==> src/sv/assert_macros.svh <==
// Assertion macros shared by the RTL.
// No dependencies; the bodies are empty when SYNTHESIS is defined.
`ifndef ASSERT_MACROS_SVH
`define ASSERT_MACROS_SVH
`ifndef SYNTHESIS
`define ASSERT_ALWAYS(lbl, clk, rstn, prop, msg) \
    lbl: assert property (@(posedge clk) disable iff (!rstn) (prop)) else $error(msg);
`define ASSERT_IMPLY(lbl, clk, rstn, pre, post, msg) \
    lbl: assert property (@(posedge clk) disable iff (!rstn) (pre) |-> (post)) else $error(msg);
`else
`define ASSERT_ALWAYS(lbl, clk, rstn, prop, msg)
`define ASSERT_IMPLY(lbl, clk, rstn, pre, post, msg)
`endif
`endif

==> src/sv/lifsn_pkg.sv <==
// Types, codes and helpers of the LIF spiking network core.
// Used by lifsn_ctrl, lifsn_dp and the top level.
package lifsn_pkg;

    localparam logic [2:0] CMD_VRESET = 3'd0;
    localparam logic [2:0] CMD_SAMPLE = 3'd1;
    localparam logic [2:0] CMD_STEP   = 3'd2;
    localparam logic [2:0] CMD_WWRITE = 3'd3;
    localparam logic [2:0] CMD_WREAD  = 3'd4;
    localparam logic [2:0] CMD_VREAD  = 3'd5;

    localparam logic [1:0] CFG_THRESHOLD = 2'd0;
    localparam logic [1:0] CFG_REST      = 2'd1;
    localparam logic [1:0] CFG_DECAY     = 2'd2;

    localparam logic signed [23:0] THR_RESET   = -24'sd14080;
    localparam logic signed [23:0] REST_RESET  = -24'sd17920;
    localparam logic [15:0]        DECAY_RESET = 16'd58982;
    localparam logic signed [23:0] V_INIT      = -24'sd17920;
    localparam logic [7:0]         W_INIT      = 8'd128;

    localparam int IDX_W = 6;

    typedef struct packed {
        logic [2:0]         command;
        logic [1:0]         layer_select;
        logic [5:0]         source_index;
        logic [5:0]         target_index;
        logic signed [15:0] sample_value;
        logic [7:0]         weight_value;
    } t_in;

    typedef struct packed {
        logic [5:0]         neuron_index;
        logic signed [23:0] voltage;
        logic               spiked;
        logic [7:0]         weight_read;
        logic               last;
    } t_out;

    typedef enum logic [4:0] {
        OP_NONE,
        OP_CLEAR,
        OP_LOAD,
        OP_VRESET,
        OP_SAMPLE,
        OP_WWRITE,
        OP_WREAD,
        OP_EMIT_W,
        OP_EMIT_V,
        OP_S_MUL,
        OP_S_FIN,
        OP_H_MUL,
        OP_H_RD,
        OP_H_FIN,
        OP_M_MUL,
        OP_M_RD,
        OP_M_FIN,
        OP_EMIT_M
    } t_op;

    typedef struct packed {
        t_op              op;
        logic [IDX_W-1:0] i;
        logic [IDX_W-1:0] j;
    } t_ctl;

    typedef struct packed {
        logic slot_free;
        logic clear_done;
    } t_sts;

    function automatic logic signed [23:0] sat24(input logic signed [26:0] x);
        logic signed [23:0] r;
        if (x > 27'sd8388607) begin
            r = 24'sh7FFFFF;
        end else if (x < -27'sd8388608) begin
            r = 24'sh800000;
        end else begin
            r = x[23:0];
        end
        return r;
    endfunction

endpackage

==> src/sv/lifsn_ctrl.sv <==
// Sequencer of the LIF core: item intake, weight clear, timestep walk, result emit.
// Depends on lifsn_pkg; drives lifsn_dp through t_ctl and reads t_sts.
module lifsn_ctrl #(
    parameter int N_SENSORY = 16,
    parameter int N_HIDDEN  = 32,
    parameter int N_MOTOR   = 8
) (
    input  logic            i_clk,
    input  logic            i_rst_n,
    input  logic            i_in_valid,
    input  logic [2:0]      i_cmd,
    output logic            o_in_ready,
    input  lifsn_pkg::t_sts i_sts,
    output lifsn_pkg::t_ctl o_ctl
);
    import lifsn_pkg::*;

    typedef enum logic [4:0] {
        ST_CLEAR, ST_IDLE, ST_VRESET, ST_SAMPLE, ST_WWRITE, ST_WREAD, ST_WEMIT,
        ST_VEMIT, ST_S_MUL, ST_S_FIN, ST_H_MUL, ST_H_ACC, ST_H_DRAIN, ST_H_FIN,
        ST_M_MUL, ST_M_ACC, ST_M_DRAIN, ST_M_FIN, ST_EMIT
    } t_state;

    localparam logic [IDX_W-1:0] S_LAST = IDX_W'(N_SENSORY - 1);
    localparam logic [IDX_W-1:0] H_LAST = IDX_W'(N_HIDDEN - 1);
    localparam logic [IDX_W-1:0] M_LAST = IDX_W'(N_MOTOR - 1);

    t_state           r_state, n_state;
    logic [IDX_W-1:0] r_i, n_i, r_j, n_j;
    t_op              w_op;

    always_comb begin
        n_state = r_state;
        n_i     = r_i;
        n_j     = r_j;
        w_op    = OP_NONE;
        case (r_state)
            ST_CLEAR: begin
                w_op = OP_CLEAR;
                if (i_sts.clear_done) begin
                    n_state = ST_IDLE;
                end
            end
            ST_IDLE: begin
                if (i_in_valid) begin
                    w_op = OP_LOAD;
                    n_i  = '0;
                    n_j  = '0;
                    case (i_cmd)
                        CMD_VRESET: n_state = ST_VRESET;
                        CMD_SAMPLE: n_state = ST_SAMPLE;
                        CMD_STEP:   n_state = ST_S_MUL;
                        CMD_WWRITE: n_state = ST_WWRITE;
                        CMD_WREAD:  n_state = ST_WREAD;
                        CMD_VREAD:  n_state = ST_VEMIT;
                        default:    n_state = ST_IDLE;
                    endcase
                end
            end
            ST_VRESET: begin
                w_op = OP_VRESET;
                n_state = ST_IDLE;
            end
            ST_SAMPLE: begin
                w_op = OP_SAMPLE;
                n_state = ST_IDLE;
            end
            ST_WWRITE: begin
                w_op = OP_WWRITE;
                n_state = ST_IDLE;
            end
            ST_WREAD: begin
                w_op = OP_WREAD;
                n_state = ST_WEMIT;
            end
            ST_WEMIT: begin
                if (i_sts.slot_free) begin
                    w_op = OP_EMIT_W;
                    n_state = ST_IDLE;
                end
            end
            ST_VEMIT: begin
                if (i_sts.slot_free) begin
                    w_op = OP_EMIT_V;
                    n_state = ST_IDLE;
                end
            end
            ST_S_MUL: begin
                w_op = OP_S_MUL;
                n_state = ST_S_FIN;
            end
            ST_S_FIN: begin
                w_op = OP_S_FIN;
                if (r_j == S_LAST) begin
                    n_j = '0;
                    n_state = ST_H_MUL;
                end else begin
                    n_j = r_j + 1'b1;
                    n_state = ST_S_MUL;
                end
            end
            ST_H_MUL: begin
                w_op = OP_H_MUL;
                n_i = '0;
                n_state = ST_H_ACC;
            end
            ST_H_ACC: begin
                w_op = OP_H_RD;
                if (r_i == S_LAST) begin
                    n_state = ST_H_DRAIN;
                end else begin
                    n_i = r_i + 1'b1;
                end
            end
            ST_H_DRAIN: begin
                n_state = ST_H_FIN;
            end
            ST_H_FIN: begin
                w_op = OP_H_FIN;
                if (r_j == H_LAST) begin
                    n_j = '0;
                    n_state = ST_M_MUL;
                end else begin
                    n_j = r_j + 1'b1;
                    n_state = ST_H_MUL;
                end
            end
            ST_M_MUL: begin
                w_op = OP_M_MUL;
                n_i = '0;
                n_state = ST_M_ACC;
            end
            ST_M_ACC: begin
                w_op = OP_M_RD;
                if (r_i == H_LAST) begin
                    n_state = ST_M_DRAIN;
                end else begin
                    n_i = r_i + 1'b1;
                end
            end
            ST_M_DRAIN: begin
                n_state = ST_M_FIN;
            end
            ST_M_FIN: begin
                w_op = OP_M_FIN;
                if (r_j == M_LAST) begin
                    n_j = '0;
                    n_state = ST_EMIT;
                end else begin
                    n_j = r_j + 1'b1;
                    n_state = ST_M_MUL;
                end
            end
            ST_EMIT: begin
                if (i_sts.slot_free) begin
                    w_op = OP_EMIT_M;
                    if (r_j == M_LAST) begin
                        n_state = ST_IDLE;
                    end else begin
                        n_j = r_j + 1'b1;
                    end
                end
            end
            default: begin
                n_state = ST_IDLE;
            end
        endcase
    end

    always_ff @(posedge i_clk) begin
        if (!i_rst_n) begin
            r_state <= ST_CLEAR;
            r_i     <= '0;
            r_j     <= '0;
        end else begin
            r_state <= n_state;
            r_i     <= n_i;
            r_j     <= n_j;
        end
    end

    assign o_in_ready = (r_state == ST_IDLE);
    assign o_ctl.op   = w_op;
    assign o_ctl.i    = r_i;
    assign o_ctl.j    = r_j;

endmodule

==> config.mk <==
export PLATFORM = sky130hd
export DESIGN_NAME = lifsn_ctrl
export DESIGN_NICKNAME = d
export VERILOG_FILES = /design/src/sv/assert_macros.svh /design/src/sv/lifsn_pkg.sv /design/src/sv/lifsn_ctrl.sv
export SDC_FILE = /design/constraint.sdc
export NUM_CORES = 1
export LEC_CHECK = 0
export BUFFER_PORTS_ARGS = -buffer_cell sky130_fd_sc_hd__buf_4
export CAP_MARGIN = 30
export CORE_ASPECT_RATIO = 0.9
export CORE_UTILIZATION = 50
export CTS_BUF_LIST = sky130_fd_sc_hd__clkbuf_8
export DETAILED_ROUTE_END_ITERATION = 12
export PLACE_DENSITY = 0.72
export SYNTH_ARGS = -nofsm -noshare
export SYNTH_HDL_FRONTEND = slang
export SYNTH_SLANG_ARGS = --single-unit
==> constraint.sdc <==
create_clock -name i_clk -period 3.6 [get_ports i_clk]
set_input_delay 0.72 -clock i_clk [delete_from_list [all_inputs] [get_ports i_clk]]
set_output_delay 0.72 -clock i_clk [all_outputs]
set_load 0.02 [all_outputs]
Yosys cells after proc, flatten, opt, wreduce, memory -nomap -nowiden
Cells that the tools add are included.
Word-level totals
  bits in registers: 17
  bits of input ports: 8
  output and inout port bits: 18
  logic and storage cells: 79
Operators by class
  $add $sub $neg: 2
  equality and inequality tests: 38
  muxes and demuxes: 27
  reductions and logical operators: 9
Operators by type and width (number)
  5-bit case mux with 17 select lines: 1
  5-bit case mux with 15 select lines: 1
  6-bit two-way mux: 8
  5-bit two-way mux: 9
  5-bit by 4-bit == test with 1-bit output (second input constant): 8
  6-bit case mux with 5 select lines: 1
  4-bit case mux with 6 select lines: 1
  6-bit case mux with 4 select lines: 1
  5-bit by 3-bit == test with 1-bit output (second input constant): 4
  2-bit inequality test (second input constant): 9
  5-bit == test (second input constant): 3
  6-bit by 1-bit adder with 6-bit output (second input constant): 2
  6-bit by 4-bit == test with 1-bit output (second input constant): 2
  6-bit by 5-bit == test with 1-bit output (second input constant): 2
  5-bit by 2-bit == test with 1-bit output (second input constant): 2
  4-bit AND reduction: 2
  7-bit AND reduction: 1
  3-bit by 2-bit == test with 1-bit output (second input constant): 2
  3-bit == test (second input constant): 2
  6-bit by 3-bit == test with 1-bit output (second input constant): 1
  3-bit two-way mux: 2
  5-bit by 1-bit == test with 1-bit output (second input constant): 1
  5-bit logical NOT: 1
  5-bit nonzero test: 1
  other kinds (7): 9

Depth between registers and ports, before layout
Gate-level depths: netlist (run 1).
  word-level depth: 4
  gate-level depth with buffers: 7

Worst setup path before layout (run 1)
Ideal clock, no wire load.
  path kind: reg2out
  start: register r_state[3]
  end: output port o_ctl[13] (netlist bit)
  arrival: 1637 ps
  required time: 2880 ps
  setup slack: 1243 ps
  stages on the path, launching flop included: 5
  cell sequence: dfxtp_1 > buf_4 > buf_2 > o221ai_1 > a221oi_1
RTL lines
  start: declaration: line lifsn_ctrl.sv:28  | t_state r_state, n_state;
  start signal: assignment: line lifsn_ctrl.sv:176  | r_state <= n_state;
  end: declaration: line lifsn_ctrl.sv:14  | output lifsn_pkg::t_ctl o_ctl

==> impl_metrics.yaml, run 1 <==
outcome:
  outcome: "finished, final reports clean"
worst_setup_path:
  worstSetupPathType: "reg2out"
  reg2reg_depth: 5
  critPathCaptureType: "primary output"
  worstPathMaxFanout: 22
  cp_data_required_time_ns: 2.88
  cp.arrival_ns: 2.08
  cp-start-kind: "register"
clock_network:
  cts-resized-gates: 0
  clockRootBuffer: "clkbuf_8"
  ctsLongestPathBuffers: 2
  cts.sinks: 17
  postCtsSetupRepairBufs: 0
  cts_made_buffers: 3
  clock_insertion_delay_worst_skew_ns: 0.26
  cts_tree: "yes"
  postCtsHoldBufs: 0
  htree_levels: 1
  path_clk_slew_ns: 0.07
worst_hold_path:
  worstHoldPathType: "reg2reg"
  hold_depth: 2
drt:
  wl_per_cell_um: 15.3
  drt_iter0_drc: 85
  dr.pass1.iters: 5
  avgViaCountPerCell: 6.27
  drcViolationCount: 0
  via_count: 1600
  ant_nets: 0
  wl_um: 3900
synth:
  yosysWarningCount: 0
  synthCells: 195
  netlist.area_leader.share_pct: 21.2
  synth.ff_latch_count: 17
  yosys_most_used_dff: "dfxtp_1"
  netlist_area_sq_um: 1610
  synth_nets: 205
  yosys.area.top_type: "dfxtp_1"
  ys_types: 68
  synthTopCellsByArea: "dfxtp_1 21%, a21oi_1 4.1%, nand3_1 4.1%, o21ai_0 3.7%, nor2_1 3.0%"
  async_flop_share_pct: 0
  synth_edf_count: 0
  ys_seq_area_share_pct: 21.2
  syn_area_per_cell_sq_um: 8.23
layout:
  fin_nets: 224
  final_cell_mix: "29 x buf_4, 17 x dfxtp_1, 13 x a21oi_1, 13 x nor2_1, 13 x nand3_1"
  fin_area_sq_um: 1840
  layout_commonest_cell: "buf_4"
  instances_no_fill: 255
  fillCellCount: 268
  drive_above_1_share_pct: 24.9
  multi_input_area_sq_um: 1150
  ff_latch_area_sq_um: 340
  n_antenna_cell: 0
  area_growth_pct: 14.3
sta:
  finalHoldViolCount: 0
  rsz0062_at_grt: "no"
  tightest_slew_ns: 0.833
  setup-tns-final_ns: 0
  fin_crit_sh_pct: 77.7
  fin_crit_ns: 2.80
  final.setup_skew_ns: 0.00429
  slew_headroom_pct: 44.4
  max_freq_mhz: 358
  setup_violations: 0
  drv_slew: 0
place:
  dp_hpwl_um: 2810
  placed_area_sq_um: 1790
  dp.cells: 251
  io_buffers: 25
  place_congestion: 0.858
die:
  start_util_pct: 52.3
  die_area_sq_um: 3440
  chipHeight_um: 55.8
  io_pins: 26
  coreArea_sq_um: 3070
  std_cell_rows: 19
  die_x_um: 61.7
global_route:
  grt-ovfl-total: 0
  grt_pass1_vias: 1397
  grt_pass1_wl_um: 6460
  antenna_found_initial: 0
  grt_max_degree: 23
  grt_use_total_pct: 24.8
flow_run:
  cap_violations: 0
power_and_ir_drop:
  p_leak_nw: 0.713
  p_int_mw: 0.441
  p_sw_share_pct: 44.3
  seqPwrFrac_pct: 32.1
  p_per_area_nw_per_um2: 431
  pwr-share-comb_pct: 49.1
  clkPwrFrac_pct: 18.8
  ir_drop_mv: 0.270
  p_sw_mw: 0.351
-- cell families after synthesis --
| kind of cell | synth area share, % |
|---|---|
| AND/OR/NAND/NOR | 36.2 |
| AO/OA/AOI/OAI | 30.2 |
| buffers and inverters | 7.01 |
| flip-flops | 21.2 |
| XOR/XNOR | 3.27 |
| adder cells (fa/ha/maj) | 1.56 |
| multiplexers | 0.624 |
-- power groups by stage --
stage / logic (mW) / clock network, mW / registers [mW]
global route: 0.428 / 0.162 / 0.261
CTS: 0.386 / 0.153 / 0.253
global placement: 0.380 / 0 / 0.256
floorplan: 0.323 / 0 / 0.227
finish: 0.388 / 0.149 / 0.254
detailed placement: 0.384 / 0 / 0.258
-- per-layer routing --
metal / global-route usage [%] / vias to the layer above / wire length [um]
met5: 0 / - / 0
met4: 6.35 / 0 / 47
met3: 5.12 / 6 / 260
met2: 36.4 / 59 / 1850
met1: 36.4 / 748 / 1740
li1: - / 787 / -
-- synth_stat cells (5+ instances only) --
cell type and instances:
inv_1 7, dfxtp_1 17, o21ai_0 12, nand3_1 13, clkbuf_1 5, nand2b_1 6
a21oi_1 13, nand2_1 10, nor2_1 13, buf_2 5
-- stage by stage --
step	hold WS, ns	util, %	total power [mW]	setup WS, ns
after floorplan	0.568	-	0.550	1.24
after detailed placement	0.502	58.3	0.642	1.10
after global placement	0.486	58.3	0.636	1.15
after global routing	0.555	59.9	0.851	0.581
final	0.509	59.9	0.791	0.803
after CTS	0.512	59.9	0.792	0.823
-- worst max-delay path: stages (launching register included) --
cell	delay [ns]
dfxtp_1	0.87
inv_1	0.24
o311ai_0	0.38
a221oi_1	0.12
buf_4	0.21
-- final cells by class --
type | count | share of cell area [%]
Multi-Input combinational cell | 156 | 62.8
Sequential cell | 17 | 18.5
Timing Repair Buffer | 29 | 11.9
Tap cell | 42 | 2.86
Clock buffer | 3 | 2.25
Inverter | 7 | 1.43
Clock inverter | 1 | 0.273
-- sequential cells by signal, indices dropped and copies added, names as in the netlist --
name	count
r_i	6
r_j	6
r_state	5
-- worst paths after layout --
check / to / startpoint / slack [ns]
worst min-delay path: r_j[1] / r_j[1] / 0.51
worst max register to register: r_state[1] / r_state[2] / 1.24
worst max-delay path: o_ctl[13] / r_state[2] / 0.80
worst min register to register: r_j[1] / r_j[1] / 0.51
No activity file was read; power rests on OpenSTA's default activity.
==> inputs of run 2 (changes only) <==
--- a/config.mk
+++ b/config.mk
@@ -5,13 +5,14 @@
 export SDC_FILE = /design/constraint.sdc
 export NUM_CORES = 1
 export LEC_CHECK = 0
+export ABC_AREA = 1
 export BUFFER_PORTS_ARGS = -buffer_cell sky130_fd_sc_hd__buf_4
 export CAP_MARGIN = 30
 export CORE_ASPECT_RATIO = 0.9
 export CORE_UTILIZATION = 50
 export CTS_BUF_LIST = sky130_fd_sc_hd__clkbuf_8
 export DETAILED_ROUTE_END_ITERATION = 12
-export PLACE_DENSITY = 0.72
+export PLACE_DENSITY = 0.75
 export SYNTH_ARGS = -nofsm -noshare
 export SYNTH_HDL_FRONTEND = slang
 export SYNTH_SLANG_ARGS = --single-unit
==> constraint.sdc (replaced) <==
create_clock -name i_clk -period 2.5 [get_ports i_clk]
set_input_delay 0.5 -clock i_clk [delete_from_list [all_inputs] [get_ports i_clk]]
set_output_delay 0.5 -clock i_clk [all_outputs]
set_load 0.02 [all_outputs]
==> run 2 against run 1 <==
Register-to-register slack worse by 0.57 ns; die area down 6.1%; setup slack worse by 0.60 ns; combinational power up 130%; core utilization up 3.8 points; area after synthesis down 6.3%; clock power up 36%; worst hold slack better by 0.0089 ns; non-clock buffer count down 4; sequential cell count unchanged; clock skew down 0.0018 ns; critical path type unchanged; critical endpoint is now o_ctl[14]; largest cell class unchanged; highest routed layer unchanged.
==> impl_metrics.yaml, run 2 <==
synth:
  synth.ff_latch_count: 17
  ys_top_cells_by_count: "91 x nand2_1, 48 x nor2_1, 29 x inv_1, 25 x nand3_1, 17 x dfxtp_1"
  ys_seq_area_share_pct: 22.6
  async_flop_share_pct: 0
  netlist_area_sq_um: 1500
  yosys_most_used_dff: "dfxtp_1"
  syn_area_per_cell_sq_um: 5.47
  synth_nets: 285
  synthCells: 275
  synthTopCellsByArea: "nand2_1 23%, dfxtp_1 23%, nor2_1 12%, nand3_1 8.3%, inv_1 7.2%"
  yosys.area.top_type: "nand2_1"
  yosysWarningCount: 0
  synthMostInstantiatedCell: "nand2_1"
  synth_edf_count: 0
  netlist.area_leader.share_pct: 22.7
  ys_types: 29
layout:
  instances_no_fill: 341
  final_cell_mix: "91 x nand2_1, 48 x nor2_1, 30 x inv_1, 25 x nand3_1, 25 x buf_4"
  area_growth_pct: 18.2
  n_antenna_cell: 0
  fin_nets: 312
  layout_commonest_cell: "nand2_1"
  final_util_pct: 63.7
  drive_above_1_share_pct: 13.3
  largest_registers: "r_i x6, r_j x6, r_state x5"
drt:
  drt_iter0_drc: 134
  wl_per_cell_um: 12.4
  via_count: 1818
  avgViaCountPerCell: 5.33
  drcViolationCount: 0
  ant_nets: 0
  dr.pass1.iters: 4
  wl_um: 4230
place:
  place_congestion: 0.990
  io_buffers: 25
  dp.cells: 337
  dp_hpwl_um: 3370
worst_setup_path:
  path_cells: "inv_1, nand2_1, nor2_1, nand2_1, nand2_1, inv_1, o21ai_0, nor3_1, nand3_1, buf_4"
  cpMostUsedCell: "nand2_1"
  critPathCaptureType: "primary output"
  cp_data_required_time_ns: 2.00
  reg2reg_depth: 11
  worst_path_max_delay_cell: "dfxtp_1"
  cp_top_family: "simple AND/OR/NAND/NOR gates"
  cp_num_buf_inv: 3
  cpPeakStageDelay_ns: 0.34
  timing.rr.start: "r_j[0]"
  cp.arrival_ns: 1.80
  cp-start-kind: "register"
  r2r_slack_ns: 0.67
  worstSetupPathType: "reg2out"
  worstPathMaxFanout: 6
  r2r_end: "r_j[0]"
power_and_ir_drop:
  ir_drop_mv: 0.786
  p_leak_nw: 0.907
  seqPwrFrac_pct: 25.9
  pwr-share-comb_pct: 60.6
  clkPwrFrac_pct: 13.5
  p_per_area_nw_per_um2: 841
  p_int_mw: 0.729
  p_sw_share_pct: 51.2
  p_sw_mw: 0.766
sta:
  holdWs_ns: 0.518
  setup-tns-final_ns: 0
  tightest_slew_ns: 0.423
  setup_violations: 0
  fin_crit_ns: 2.30
  fin_crit_sh_pct: 91.8
  finalHoldViolCount: 0
  slew_headroom_pct: 71.7
  rsz0062_at_grt: "no"
  drv_slew: 0
  max_freq_mhz: 436
  final.setup_skew_ns: 0.00245
clock_network:
  cts_made_buffers: 3
  cts_tree: "yes"
  cts.sinks: 17
  clock_insertion_delay_worst_skew_ns: 0.25
  htree_levels: 1
  postCtsHoldBufs: 0
  ctsLongestPathBuffers: 2
  path_clk_slew_ns: 0.06
  clockRootBuffer: "clkbuf_8"
global_route:
  grt_pass1_vias: 1506
  grt_use_total_pct: 27.5
  grt_max_degree: 12
  antenna_found_initial: 0
  grt_pass1_wl_um: 6640
  grt-ovfl-total: 0
die:
  io_pins: 26
  std_cell_rows: 18
  die_area_sq_um: 3230
  chipHeight_um: 54.0
  coreArea_sq_um: 2790
  die_x_um: 59.8
  start_util_pct: 53.9
worst_hold_path:
  hold_depth: 2
  hp-start: "r_i[2]"
  min_to: "r_i[2]"
  worstHoldPathType: "reg2reg"
flow_run:
  cap_violations: 0
outcome:
  outcome: "finished, final reports clean"
[run 2: cell count changes after synthesis, moves of 5 or more]
cell / delta
nand3_1: +12
inv_1: +22
clkbuf_1: -5
nand4_1: +5
nand2_1: +81
nand2b_1: -6
nor2_1: +35
[run 2: worst max path at each step]
stage | start | to | slack [ns] | cells past startpoint
floorplan | r_state[0] | o_ctl[13] | 0.66 | 9
global placement | r_state[4] | o_ctl[13] | 0.41 | 8
detailed placement | r_state[4] | o_ctl[13] | 0.41 | 8
CTS | r_state[4] | o_ctl[13] | 0.13 | 8
global route | r_state[3] | o_ctl[13] | 0.03 | 9
finish | r_state[1] | o_ctl[14] | 0.20 | 10
[run 2: tightest hold or removal path, delay by kind of cell (launching register included)]
family          cells  cell delay, ns
flops               1            0.35
compound gates      1            0.05
simple gates        1            0.08
[run 2: power by group through the flow]
stage / combinational (mW) / clock [mW] / sequential (mW)
4_1_cts: 0.892 / 0.205 / 0.383
2_1_floorplan: 0.634 / 0 / 0.382
6_report: 0.906 / 0.202 / 0.388
3_3_place_gp: 0.895 / 0 / 0.390
3_5_place_dp: 0.889 / 0 / 0.389
5_1_grt: 0.999 / 0.219 / 0.395
[run 2: cell type report]
cell class                 instances  area [sq um]
multi-input combinational        224          1040
tap                               40          50.0
clock inverter                     1          3.75
fill                             296          1010
sequential                        17           343
clock buffer                       3          41.3
inverter                          31           116
timing repair buffer              25           188
[run 2: cell families after synthesis]
| family | synth area share [%] |
|---|---|
| AOI/OAI and AO/OA | 11.9 |
| xor gates and xnor gates | 1.16 |
| adders and majority gates | 1.66 |
| buffers and inverters | 8.82 |
| DFF | 22.6 |
| and+or+nand+nor | 53.8 |
[run 2: metrics by stage]
step / instance area (sq um) / setup WS, ns / power (mW)
6_report: 1780 / 0.204 / 1.50
5_1_grt: 1780 / 0.0335 / 1.61
4_1_cts: 1770 / 0.127 / 1.48
3_5_place_dp: 1730 / 0.407 / 1.28
3_3_place_gp: 1730 / 0.406 / 1.28
2_1_floorplan: 1500 / 0.662 / 1.02
[run 2: timing repair]
action | CTS | global route
buffers inserted | 0 | 0
gates resized for setup | 0 | 3
endpoints found under the hold margin | 0 | 0
endpoints found under the setup margin | 0 | 1
[run 2: per-layer routing]
layer  vias up  wire (um)  GRT usage [%]
li1        944          -              -
met1       793       2040           37.6
met2        71       1830           42.0
met3        10        260           3.85
met4         0         94           13.6
met5         -          0              0
==> inputs of run 3 (changes only) <==
--- a/config.mk
+++ b/config.mk
@@ -5,7 +5,6 @@
 export SDC_FILE = /design/constraint.sdc
 export NUM_CORES = 1
 export LEC_CHECK = 0
-export ABC_AREA = 1
 export BUFFER_PORTS_ARGS = -buffer_cell sky130_fd_sc_hd__buf_4
 export CAP_MARGIN = 30
 export CORE_ASPECT_RATIO = 0.9
@@ -13,6 +12,7 @@
 export CTS_BUF_LIST = sky130_fd_sc_hd__clkbuf_8
 export DETAILED_ROUTE_END_ITERATION = 12
 export PLACE_DENSITY = 0.75
+export RECOVER_POWER = 25
 export SYNTH_ARGS = -nofsm -noshare
 export SYNTH_HDL_FRONTEND = slang
 export SYNTH_SLANG_ARGS = --single-unit
==> run 3 against run 2 <==
Total power is 23% lower; die area increased by 6.5%; via count fell by 9.3%; final cell count shrank 25%; core utilization is 4.3 points lower; sequential power fell by 13%; sequential share of layout area fell by 0.58 points; routed wire length shrank 5.7%; critical path depth fell by 4; sequential cell count is the same.
==> impl_metrics.yaml, run 3 (same netlist as run 1, synthesis figures left out) <==
drt:
  via_count: 1649
  dr.pass1.iters: 5
  drcViolationCount: 0
  wl_per_cell_um: 15.5
  drt_iter0_drc: 149
  ant_nets: 0
  avgViaCountPerCell: 6.42
  wl_um: 3980
global_route:
  antenna_found_initial: 0
  grt-ovfl-total: 0
  grt_pass1_vias: 1424
  grt_use_total_pct: 25.4
  grt_max_degree: 23
  grt_busiest_layer: "met1"
  grtUsageMet3_pct: 5.58
  met1_usage_pct: 39.1
  grt_pass1_wl_um: 6680
  grtUsageMet2_pct: 36.6
place:
  io_buffers: 25
  dp_hpwl_um: 2960
  post-place-ws_ns: 0.442
  place_congestion: 0.950
power_and_ir_drop:
  p_leak_nw: 0.691
  ir_drop_mv: 0.246
  p_per_area_nw_per_um2: 632
  fin_total_pwr_mw: 1.15
worst_setup_path:
  reg2reg_depth: 4
  r2r_slack_ns: 0.40
  cp.arrival_ns: 1.83
  worstPathMaxFanout: 14
  cp-start-kind: "register"
  critPathCaptureType: "primary output"
  cp_data_required_time_ns: 2.00
  worstSetupPathType: "reg2out"
clock_network:
  clock_insertion_delay_worst_skew_ns: 0.26
  htree_levels: 1
  postCtsSetupRepairBufs: 0
  cts_tree: "yes"
  clockRootBuffer: "clkbuf_8"
  cts_made_buffers: 3
  path_clk_slew_ns: 0.07
  cts.sinks: 17
  postCtsHoldBufs: 0
  ctsLongestPathBuffers: 2
  cts-resized-gates: 0
sta:
  fin_crit_ns: 2.33
  max_freq_mhz: 429
  finalHoldViolCount: 0
  fin_ws_ns: 0.168
  tightest_slew_ns: 0.659
  drv_slew: 0
  rsz0062_at_grt: "no"
  final.setup_skew_ns: 0.00472
  fin_crit_sh_pct: 93.3
  slew_headroom_pct: 56.0
  setup_violations: 0
  setup-tns-final_ns: 0
die:
  die_area_sq_um: 3440
  std_cell_rows: 19
  chipHeight_um: 55.8
  coreArea_sq_um: 3070
  io_pins: 26
  die_x_um: 61.7
  start_util_pct: 52.3
worst_hold_path:
  worstHoldPathType: "reg2reg"
  hold_depth: 2
layout:
  drive_above_1_share_pct: 21.4
  layout_commonest_cell: "buf_4"
  fillCellCount: 291
  area_growth_pct: 13.3
  final_cell_mix: "23 x buf_4, 17 x dfxtp_1, 13 x a21oi_1, 13 x nor2_1, 13 x nand3_1"
  final_util_pct: 59.3
  largest_registers: "r_i x6, r_j x6, r_state x5"
  n_antenna_cell: 0
  multi_input_area_sq_um: 1150
  ff_latch_area_sq_um: 340
  fin_nets: 226
outcome:
  outcome: "finished, final reports clean"
flow_run:
  cap_violations: 0
==> run 3: changes by cell type in the layout (fill, tap and decap cells not counted), sizes merged, moves of 5 or more <==
| cell | before | now |
|---|---|---|
| clkbuf | 3 | 11 |
| nor2 | 51 | 13 |
| nand2 | 93 | 11 |
| nand4 | 8 | 3 |
| nand3 | 25 | 13 |
| inv | 32 | 8 |
| nand2b | 0 | 6 |
==> run 3: metal layers <==
layer	wire [um]	up-vias
met5	0	-
met2	1890	61
met3	236	2
li1	-	787
met4	13	0
met1	1840	799
==> run 3: through the flow <==
step / cell area (sq um) / cells / hold slack [ns]
floorplan: 1610 / 195 / 0.568
global placement: 1800 / 253 / 0.483
detailed placement: 1800 / 253 / 0.509
CTS: 1850 / 257 / 0.521
global route: 1820 / 257 / 0.559
finish: 1820 / 257 / 0.514
==> run 3: worst paths after layout <==
kind	to	from
setup / recovery	o_ctl[14]	r_state[0]
hold / removal	r_i[1]	r_i[1]
setup reg to reg	r_i[0]	r_state[0]
hold reg to reg	r_i[1]	r_i[1]
==> run 3: report_power, final <==
group | switching [mW] | internal (mW) | leakage [nW] | total, mW
clock | 0.101 | 0.109 | 0.0269 | 0.210
sequential | 0.0462 | 0.292 | 0.138 | 0.338
combinational | 0.365 | 0.236 | 0.526 | 0.601
total | 0.512 | 0.637 | 0.691 | 1.15
==> run 3: area by class of cell <==
cell class / count / area share, %
sequential: 17 / 18.7
multi-input combinational: 156 / 63.3
timing repair buffer: 31 / 11.1
inverter: 7 / 1.44
clock inverter: 1 / 0.206
tap: 42 / 2.89
clock buffer: 3 / 2.27
==> run 3: worst max-delay path, stage by stage, from the launching register on <==
cell and delay (ns):
dfxtp_1 0.65, buf_4 0.27, nor2_1 0.06, a21oi_1 0.12, o22ai_1 0.09, a211oi_1 0.19, buf_4 0.18
